<file path="src/rtl/orq_pkg.sv">
// Shared constants, mode codes and index helpers for the overwrite ring queue.
package orq_pkg;

	localparam int DEPTH  = 64;
	localparam int IDX_W  = $clog2(DEPTH);
	localparam int CAP_W  = 7;
	localparam int WORD_W = 32;
	localparam int CNT_W  = 6;

	localparam logic [1:0] MODE_INSERT = 2'd0;
	localparam logic [1:0] MODE_PEEK   = 2'd1;
	localparam logic [1:0] MODE_POP    = 2'd2;

	typedef logic [IDX_W-1:0] idx_t;
	typedef logic [CAP_W-1:0] cap_t;
	typedef logic [CNT_W-1:0] cnt_t;
	typedef logic [WORD_W-1:0] word_t;

	// next slot in a ring of cap slots
	function automatic idx_t ring_next(input idx_t idx, input cap_t cap);
		cap_t n;
		n = CAP_W'(idx) + CAP_W'(1);
		return (n >= cap) ? '0 : idx_t'(n);
	endfunction

	// number of words between head and tail
	function automatic cap_t ring_count(input idx_t head, input idx_t tail, input cap_t cap);
		cap_t h;
		cap_t t;
		h = CAP_W'(head);
		t = CAP_W'(tail);
		return (t >= h) ? (t - h) : (t + cap - h);
	endfunction

endpackage

</file>
<file path="src/rtl/orq_if.sv">
// Valid/ready channels for request and result beats.
interface orq_item_if import orq_pkg::*; ();
	logic              valid;
	logic              ready;
	logic [1:0]        mode;
	logic signed [31:0] data_in;
	logic [CNT_W-1:0]  count_requested;

	modport source (output valid, mode, data_in, count_requested, input ready);
	modport sink   (input valid, mode, data_in, count_requested, output ready);
endinterface

interface orq_result_if import orq_pkg::*; ();
	logic               valid;
	logic               ready;
	logic signed [31:0] data_out;
	logic               has_data;
	logic               last;
	logic [CNT_W-1:0]   count_taken;
	logic               dropped_oldest;
	logic               queue_full;
	logic               queue_empty;

	modport source (output valid, data_out, has_data, last, count_taken, dropped_oldest,
		queue_full, queue_empty, input ready);
	modport sink   (input valid, data_out, has_data, last, count_taken, dropped_oldest,
		queue_full, queue_empty, output ready);
endinterface

</file>
<file path="src/rtl/overwrite_ring_queue.sv">
// Overwrite ring queue: top level with pointer control, read sequencer and result register.
// Insert, status-only peek/pop and unused mode: one status beat each, result registered next cycle.
// Peek/pop of n words: the accept starts the sequencer, which issues the read; each word passes the
// RAM read register and then the result register, at one word per cycle while the result is
// taken; input closed until the last word is loaded. The word RAM read port sets that rate.
// Reset: head and tail at zero, capacity 64, queue empty; word RAM contents undefined.
module overwrite_ring_queue import orq_pkg::*; (
	input  logic                clk,
	input  logic                arst_n,
	input  logic                cfg_we,
	input  logic [CAP_W-1:0]    cfg_wdata,
	orq_item_if.sink            item,
	orq_result_if.source        result
);
	// pointer and configuration state
	cap_t  cap_q;
	idx_t  head_q;
	idx_t  tail_q;

	// read sequencer
	logic  busy_q;
	idx_t  rd_idx_q;
	cnt_t  left_q;
	cnt_t  taken_q;
	logic  full_after_q;
	logic  empty_after_q;
	logic  rd_pend_s1;
	logic  last_s1;

	// result register
	logic  out_v_q;
	word_t out_data_q;
	logic  out_has_q;
	logic  out_last_q;
	cnt_t  out_taken_q;
	logic  out_drop_q;
	logic  out_full_q;
	logic  out_empty_q;

	logic  accept;
	logic  start_rd;
	logic  status_beat;
	logic  out_free;
	logic  load_word;
	logic  issue;
	word_t ram_rdata;
	logic  ram_we;

	// insert path
	logic  ins_full;
	idx_t  ins_head;
	idx_t  ins_tail;

	// peek/pop path
	cap_t  stored;
	cnt_t  take_n;
	cap_t  pop_sum;
	idx_t  pop_head;
	logic  pk_full;
	logic  pk_empty;
	logic  pop_full;
	logic  pop_empty;
	cap_t  cfg_clamped;

	assign out_free    = !out_v_q || result.ready;
	assign item.ready  = !busy_q && out_free;
	assign accept      = item.valid && item.ready;

	// peek/pop with words to return starts a read sequence; everything else is one status beat
	assign start_rd    = accept && (item.mode == MODE_PEEK || item.mode == MODE_POP)
		&& (take_n != '0);
	assign status_beat = accept && !start_rd;

	// a word leaves the read register when the result slot frees up
	assign load_word   = rd_pend_s1 && out_free;
	// next read only when the read register is empty or being drained this cycle
	assign issue       = busy_q && (left_q != '0) && (!rd_pend_s1 || load_word);

	assign ram_we      = accept && (item.mode == MODE_INSERT);

	// insert: drop the head first when full
	always_comb begin
		ins_full = (head_q == ring_next(tail_q, cap_q));
		ins_head = ins_full ? ring_next(head_q, cap_q) : head_q;
		ins_tail = ring_next(tail_q, cap_q);
	end

	// clamp the request to what is stored; pop head moves past the taken words
	always_comb begin
		stored    = ring_count(head_q, tail_q, cap_q);
		take_n    = (CAP_W'(item.count_requested) < stored) ? item.count_requested
			: cnt_t'(stored);
		pop_sum   = CAP_W'(head_q) + CAP_W'(take_n);
		pop_head  = (pop_sum >= cap_q) ? idx_t'(pop_sum - cap_q) : idx_t'(pop_sum);
		pk_full   = (head_q == ring_next(tail_q, cap_q));
		pk_empty  = (head_q == tail_q);
		pop_full  = (pop_head == ring_next(tail_q, cap_q));
		pop_empty = (pop_head == tail_q);
	end

	always_comb begin
		cfg_clamped = cfg_wdata;
		if (cfg_wdata < CAP_W'(2)) begin
			cfg_clamped = CAP_W'(2);
		end else if (cfg_wdata > CAP_W'(DEPTH)) begin
			cfg_clamped = CAP_W'(DEPTH);
		end
	end

	orq_ram #(
		.ADDR_W (IDX_W),
		.DATA_W (WORD_W)
	) u_ram (
		.clk   (clk),
		.we    (ram_we),
		.waddr (tail_q),
		.wdata (word_t'(item.data_in)),
		.re    (issue),
		.raddr (rd_idx_q),
		.rdata (ram_rdata)
	);

	// pointers and capacity
	always_ff @(posedge clk or negedge arst_n) begin
		if (!arst_n) begin
			cap_q  <= CAP_W'(DEPTH);
			head_q <= '0;
			tail_q <= '0;
		end else if (cfg_we) begin
			cap_q  <= cfg_clamped;
			head_q <= '0;
			tail_q <= '0;
		end else if (accept) begin
			if (item.mode == MODE_INSERT) begin
				head_q <= ins_head;
				tail_q <= ins_tail;
			end else if (item.mode == MODE_POP) begin
				head_q <= pop_head;
			end
		end
	end

	// read sequencer control
	always_ff @(posedge clk or negedge arst_n) begin
		if (!arst_n) begin
			busy_q     <= 1'b0;
			left_q     <= '0;
			rd_pend_s1 <= 1'b0;
			last_s1    <= 1'b0;
		end else begin
			if (start_rd) begin
				busy_q <= 1'b1;
				left_q <= take_n;
			end else if (issue) begin
				left_q <= left_q - cnt_t'(1);
			end
			if (load_word && last_s1) begin
				busy_q <= 1'b0;
			end
			if (issue) begin
				rd_pend_s1 <= 1'b1;
				last_s1    <= (left_q == cnt_t'(1));
			end else if (load_word) begin
				rd_pend_s1 <= 1'b0;
			end
		end
	end

	// sequencer payload: read pointer, clamped count and flags after the step
	always_ff @(posedge clk) begin
		if (accept) begin
			rd_idx_q      <= head_q;
			taken_q       <= take_n;
			full_after_q  <= (item.mode == MODE_POP) ? pop_full : pk_full;
			empty_after_q <= (item.mode == MODE_POP) ? pop_empty : pk_empty;
		end else if (issue) begin
			rd_idx_q <= ring_next(rd_idx_q, cap_q);
		end
	end

	// result register valid
	always_ff @(posedge clk or negedge arst_n) begin
		if (!arst_n) begin
			out_v_q <= 1'b0;
		end else if (load_word || status_beat) begin
			out_v_q <= 1'b1;
		end else if (result.ready) begin
			out_v_q <= 1'b0;
		end
	end

	// result register payload; status_beat and load_word never coincide (busy interlock)
	always_ff @(posedge clk) begin
		if (load_word) begin
			out_data_q  <= ram_rdata;
			out_has_q   <= 1'b1;
			out_last_q  <= last_s1;
			out_taken_q <= taken_q;
			out_drop_q  <= 1'b0;
			out_full_q  <= full_after_q;
			out_empty_q <= empty_after_q;
		end else if (status_beat) begin
			out_data_q  <= '0;
			out_has_q   <= 1'b0;
			out_last_q  <= 1'b1;
			case (item.mode)
				MODE_INSERT: begin
					out_taken_q <= cnt_t'(1);
					out_drop_q  <= ins_full;
					out_full_q  <= (ins_head == ring_next(ins_tail, cap_q));
					out_empty_q <= (ins_head == ins_tail);
				end
				MODE_PEEK, MODE_POP: begin
					// only reached here with nothing to return
					out_taken_q <= '0;
					out_drop_q  <= 1'b0;
					out_full_q  <= pk_full;
					out_empty_q <= pk_empty;
				end
				default: begin
					out_taken_q <= '0;
					out_drop_q  <= 1'b0;
					out_full_q  <= pk_full;
					out_empty_q <= pk_empty;
				end
			endcase
		end
	end

	assign result.valid          = out_v_q;
	assign result.data_out       = $signed(out_data_q);
	assign result.has_data       = out_has_q;
	assign result.last           = out_last_q;
	assign result.count_taken    = out_taken_q;
	assign result.dropped_oldest = out_drop_q;
	assign result.queue_full     = out_full_q;
	assign result.queue_empty    = out_empty_q;

	// no new request while a peek/pop is still streaming
	a_ready_idle: assert property (@(posedge clk) disable iff (!arst_n)
		item.ready |-> !busy_q)
		else $error("request taken while streaming");

	// RAM is never written under an outstanding read sequence
	a_no_write_busy: assert property (@(posedge clk) disable iff (!arst_n)
		ram_we |-> !busy_q && !rd_pend_s1)
		else $error("write during read sequence");

	// pointers stay inside the ring
	a_ptr_range: assert property (@(posedge clk) disable iff (!arst_n)
		(CAP_W'(head_q) < cap_q) && (CAP_W'(tail_q) < cap_q))
		else $error("pointer beyond capacity");

	// read data only pending inside a sequence
	a_pend_busy: assert property (@(posedge clk) disable iff (!arst_n)
		rd_pend_s1 |-> busy_q)
		else $error("stray pending read");

	// a sequence ends by loading its final word
	a_end_last: assert property (@(posedge clk) disable iff (!arst_n)
		$fell(busy_q) |-> out_v_q && out_last_q && out_has_q)
		else $error("sequence ended without final word");
endmodule

</file>
<file path="src/rtl/orq_ram.sv">
// Simple dual-port RAM, registered read that holds while not enabled.
module orq_ram #(
	parameter int ADDR_W = 6,
	parameter int DATA_W = 32
) (
	input  logic              clk,
	input  logic              we,
	input  logic [ADDR_W-1:0] waddr,
	input  logic [DATA_W-1:0] wdata,
	input  logic              re,
	input  logic [ADDR_W-1:0] raddr,
	output logic [DATA_W-1:0] rdata
);
	logic [DATA_W-1:0] mem [2**ADDR_W];

	always_ff @(posedge clk) begin
		if (we) begin
			mem[waddr] <= wdata;
		end
	end

	always_ff @(posedge clk) begin
		if (re) begin
			rdata <= mem[raddr];
		end
	end
endmodule
</file>
<file path="src/flat_wrapper.sv">
// flat-port wrapper written by rule: the top's interface ports become plain ports
module overwrite_ring_queue_flat import orq_pkg::*;
  (clk, arst_n, cfg_we, cfg_wdata, item_valid, item_mode, item_data_in, item_count_requested, item_ready, result_valid, result_data_out, result_has_data, result_last, result_count_taken, result_dropped_oldest, result_queue_full, result_queue_empty, result_ready);
  orq_item_if item_i ();
  orq_result_if result_i ();
  input  logic clk;
  input  logic arst_n;
  input  logic cfg_we;
  input  logic [CAP_W-1:0] cfg_wdata;
  input wire logic [$bits(item_i.valid)-1:0] item_valid;
  input wire logic [$bits(item_i.mode)-1:0] item_mode;
  input wire logic [$bits(item_i.data_in)-1:0] item_data_in;
  input wire logic [$bits(item_i.count_requested)-1:0] item_count_requested;
  output wire logic [$bits(item_i.ready)-1:0] item_ready;
  output wire logic [$bits(result_i.valid)-1:0] result_valid;
  output wire logic [$bits(result_i.data_out)-1:0] result_data_out;
  output wire logic [$bits(result_i.has_data)-1:0] result_has_data;
  output wire logic [$bits(result_i.last)-1:0] result_last;
  output wire logic [$bits(result_i.count_taken)-1:0] result_count_taken;
  output wire logic [$bits(result_i.dropped_oldest)-1:0] result_dropped_oldest;
  output wire logic [$bits(result_i.queue_full)-1:0] result_queue_full;
  output wire logic [$bits(result_i.queue_empty)-1:0] result_queue_empty;
  input wire logic [$bits(result_i.ready)-1:0] result_ready;
  assign item_i.valid = item_valid;
  assign item_i.mode = item_mode;
  assign item_i.data_in = item_data_in;
  assign item_i.count_requested = item_count_requested;
  assign item_ready = item_i.ready;
  assign result_valid = result_i.valid;
  assign result_data_out = result_i.data_out;
  assign result_has_data = result_i.has_data;
  assign result_last = result_i.last;
  assign result_count_taken = result_i.count_taken;
  assign result_dropped_oldest = result_i.dropped_oldest;
  assign result_queue_full = result_i.queue_full;
  assign result_queue_empty = result_i.queue_empty;
  assign result_i.ready = result_ready;
  overwrite_ring_queue u_core (.clk(clk), .arst_n(arst_n), .cfg_we(cfg_we), .cfg_wdata(cfg_wdata), .item(item_i), .result(result_i));
endmodule
</file>
<file path="config.mk">
export PLATFORM = sky130hd
export DESIGN_NAME = overwrite_ring_queue_flat
export DESIGN_NICKNAME = d
export VERILOG_FILES = /design/src/rtl/orq_pkg.sv /design/src/rtl/orq_if.sv /design/src/rtl/overwrite_ring_queue.sv /design/src/rtl/orq_ram.sv /design/src/flat_wrapper.sv
export SDC_FILE = /design/constraint.sdc
export NUM_CORES = 2
export LEC_CHECK = 0
export BUFFER_PORTS_ARGS = -buffer_cell sky130_fd_sc_hd__clkbuf_2
export CORE_AREA = 4 4 476 478
export DETAILED_ROUTE_END_ITERATION = 8
export DIE_AREA = 0 0 480 482
export PLACE_DENSITY = 0.52
export SLEW_MARGIN = 0
export SYNTH_ARGS = -nofsm -noshare
export SYNTH_HDL_FRONTEND = slang
export SYNTH_SLANG_ARGS = --single-unit
</file>
<file path="constraint.sdc">
create_clock -name clk -period 20.8 [get_ports clk]
set_clock_uncertainty 0.15 [all_clocks]
set_input_delay 0 -clock clk [delete_from_list [all_inputs] [get_ports clk]]
set_output_delay 0 -clock clk [all_outputs]
set_load 0.02 [all_outputs]
</file>
==> summary.md <==
| Metric | Value |
|---|---|
| DR WL met2 | roughly 120000 um |
| CP startpoint | u_core.head_q[4] |
| Detailed Route WL | 253800 um |
| #FFs+latches synth | 2166 |
| Slowest stage delay, CP | 0.68 ns |
| GP Congestion | 0.8626 |
| Mapped Avg Cell Area | roughly 19 um2 |
| Area Growth Syn to Fin | 14.58% |
| CTS tree | built |
| Drt first pass iters | 5 |
| Setup TNS | 0 ns |
| EDFF count, synth | between 2000 and 2500 |
| Die height | 482 um |
| Tmin final | 8.704 ns |
| Max-Cap Viols | 0 |
| Register area share after synthesis | 75.14% |
| Final Non-Filler Cells | about 8000 |
| Fin nets | 4954 |
| Number of global-route vias before repair | 45670 |
| Reg2reg end | u_core.empty_after_q |
| TritonCTS buffer count | 221 |
| Met3 wire length | 14910 um |
| Routed length per instance | 31.74 um |
| Worst setup path class | flop to flop |
| Cells after Synth | ~4500 |
| Vias | between 40000 and 50000 |
| CP max stage cell | dfrtp_1 |
| Hold Vio Cnt, Final | 0 |
| Reg2reg start | u_core.head_q[4] |
| RSZ-0062 raised after global routing | no |
| Sink Count | 2166 |
| Rel. slew slack | a little under a fifth |
| Hold Path Sink | u_core.u_ram.mem[0][30] |
| Power Total | 13.43 mW |
| H-tree lvl count | 4 |
| Worst Tran Pin Value | 1.221 ns |
| Root Driver | clkbuf_16 |
| Residual DRC | 0 |
| Final Util | between 40% and 50% |
| Commonest non-fill, non-tap cell in the layout | edfxtp_1 |
| DR iter-0 viols | 4950 |
| Mapped Nets | between 4000 and 5000 |
| Status | finished, final reports clean |
| R2R Setup Slk | about 12 ns |
| Port Buffers | 96 |
| Largest net degree at the start of global routing | 121 |
| Die area | 231400 um2 |
| Initial Utilization | between 30% and 40% |
| Most frequent cells in the layout | edfxtp_1, mux2i_1, mux4_2 |
| CP Data Required Time | 21.32 ns |
| P per Cell Area | 135.7 nW/um2 |
| Worst EP arrival | 9.23 ns |
| R2R cell count | 31 |
| Critical path endpoint category | flop |
| Placed insts | 7496 |
| Row cnt | 173 |
| GR Util All Layers | 21.71% |
| Total core area | 221900 um2 |
| Post-DP HPWL | 132000 um |
| ANT nets after route | 0 |
| Synth warn | 0 |
| Die W | 480 um |
| M1 WL | 110200 um |
| Clock latency at the later pin of the worst-skew pair | 0.87 ns |
| IO Count | 97 |
| FFs w/ async S/R, synth | 1.339% |
| Main flop type after synthesis | edfxtp_1 |
| Crit start category | flop |
| Syn Std Cell Area | between 80000 and 90000 um2 |
| Initial antenna violation count | 15 |
| Worst Hold Launch | item_data_in[30] |
| Worst hold path cell count | 1 |
| Crit share post-route | 41.85% |
| CTS clk-pin slew, worst paths | 0.07 ns |
| Distinct cells, synth | approximately 80 |
| Longest Clk Path Bufs | 3 |
| F_max | 114.9 MHz |
| Setup repair bufs after CTS | 0 |
| Max Used Layer | met5 |
| Drt via density | 5.716 |
| Congestion Overflow GR | 0 |
| Max-slew violation count | 0 |
| Crit Path Max Fanout | 10 |
| Worst vdd ir | 0.1353 mV |
| HP Class | input port to flop |
| Final Setup Violations | 0 |
| Layout cell share with drive strength beyond 1 | a little under a fifth |
| Leak Pwr | 32.09 nW |
| First-pass GRT wire length | 356600 um |
how the worst max path moves through the flow:
stage,slack (ns),cells past startpoint,to
6_report,12.10,31,u_core.empty_after_q
3_3_place_gp,12.65,29,u_core.empty_after_q
5_1_grt,11.38,30,u_core.empty_after_q
2_1_floorplan,13.38,18,u_core.result.count_taken[0]
4_1_cts,12.11,29,u_core.full_after_q
3_5_place_dp,12.57,28,u_core.full_after_q
synth_stat cells (all sizes together) (63+ instances only):
| library cell | number | area share [%] |
|---|---|---|
| a21oi | 166 | 0.97 |
| ha | 67 | 0.97 |
| mux4 | 312 | 8.1 |
| edfxtp | 2135 | 74 |
| nor2 | 113 | 0.50 |
| o22ai | 130 | 0.94 |
| clkbuf | 146 | 0.63 |
| inv | 63 | 0.28 |
| mux2i | 488 | 5.7 |
| nand2 | 191 | 0.83 |
| o221ai | 238 | 2.4 |
| buf | 103 | 0.56 |
per-stage QoR:
step,instance area (um2),hold slack [ns],worst slack [ns]
floorplan,86340,-0.4456,13.38
global placement,91150,0.04353,12.65
detailed placement,91150,0.04451,12.57
CTS,98910,0.02288,12.11
global route,98910,0.07988,11.38
finish,98930,0.06851,12.10
repair_timing:
action | 4_1_cts | 5_1_grt
endpoints found under the hold margin | 2073 | 0
gates resized for setup | 0 | 0
hold buffers | 82 | 0
critical path: cells and delay by family (launching register included):
family,cells,cell delay [ns]
AOI/OAI and AO/OA,10,2.36
and+or+nand+nor,11,2.29
adders and majority gates,4,1.32
buffers and inverters,3,0.95
DFF,1,0.68
muxes,1,0.47
xor gates and xnor gates,2,0.33
kinds of logic after synthesis:
logic type / share of synthesized area (%)
AO/OA/AOI/OAI: 5.433
XOR/XNOR: 0.5087
adder cells (fa/ha/maj): 1.180
buffers and inverters: 1.478
flip-flops: 75.14
multiplexers: 13.85
AND/OR/NAND/NOR: 2.407
state kept, by name, summed over array words and instances, names as in the netlist, 6 cells and up:
signal / cells
u_core.tail_q: 6
u_core.rd_idx_q: 6
u_core.u_ram.rdata: 32
u_core.cap_q: 7
u_core.head_q: 6
u_core.u_ram.mem: 2048
u_core.left_q: 6
u_core.result.count_taken: 6
u_core.result.data_out: 32
u_core.taken_q: 6
power breakdown:
group	internal, mW	leakage (nW)	switching [mW]	total, mW
Clock	2.14	3.36	1.68	3.81
Sequential	4.98	19.7	0.0846	5.06
Combinational	1.70	9.08	2.85	4.55
cell type report:
class	count	area, um2
diodes	6	15.01
clock buffers	279	5841
clock inverters	133	1087
fillers	19030	122900
inverters	65	251.5
multi-input cells	2056	20700
flip-flops and latches	2166	64880
well taps	2975	3722
repair buffers	316	2435
per-layer routing:
layer	up-vias	track usage (%)
li1	19330	-
met1	24530	30.83
met2	1527	35.25
met3	319	3.006
met4	2	6.127
met5	-	0
Note: power is estimated with default switching activity, not from simulation.
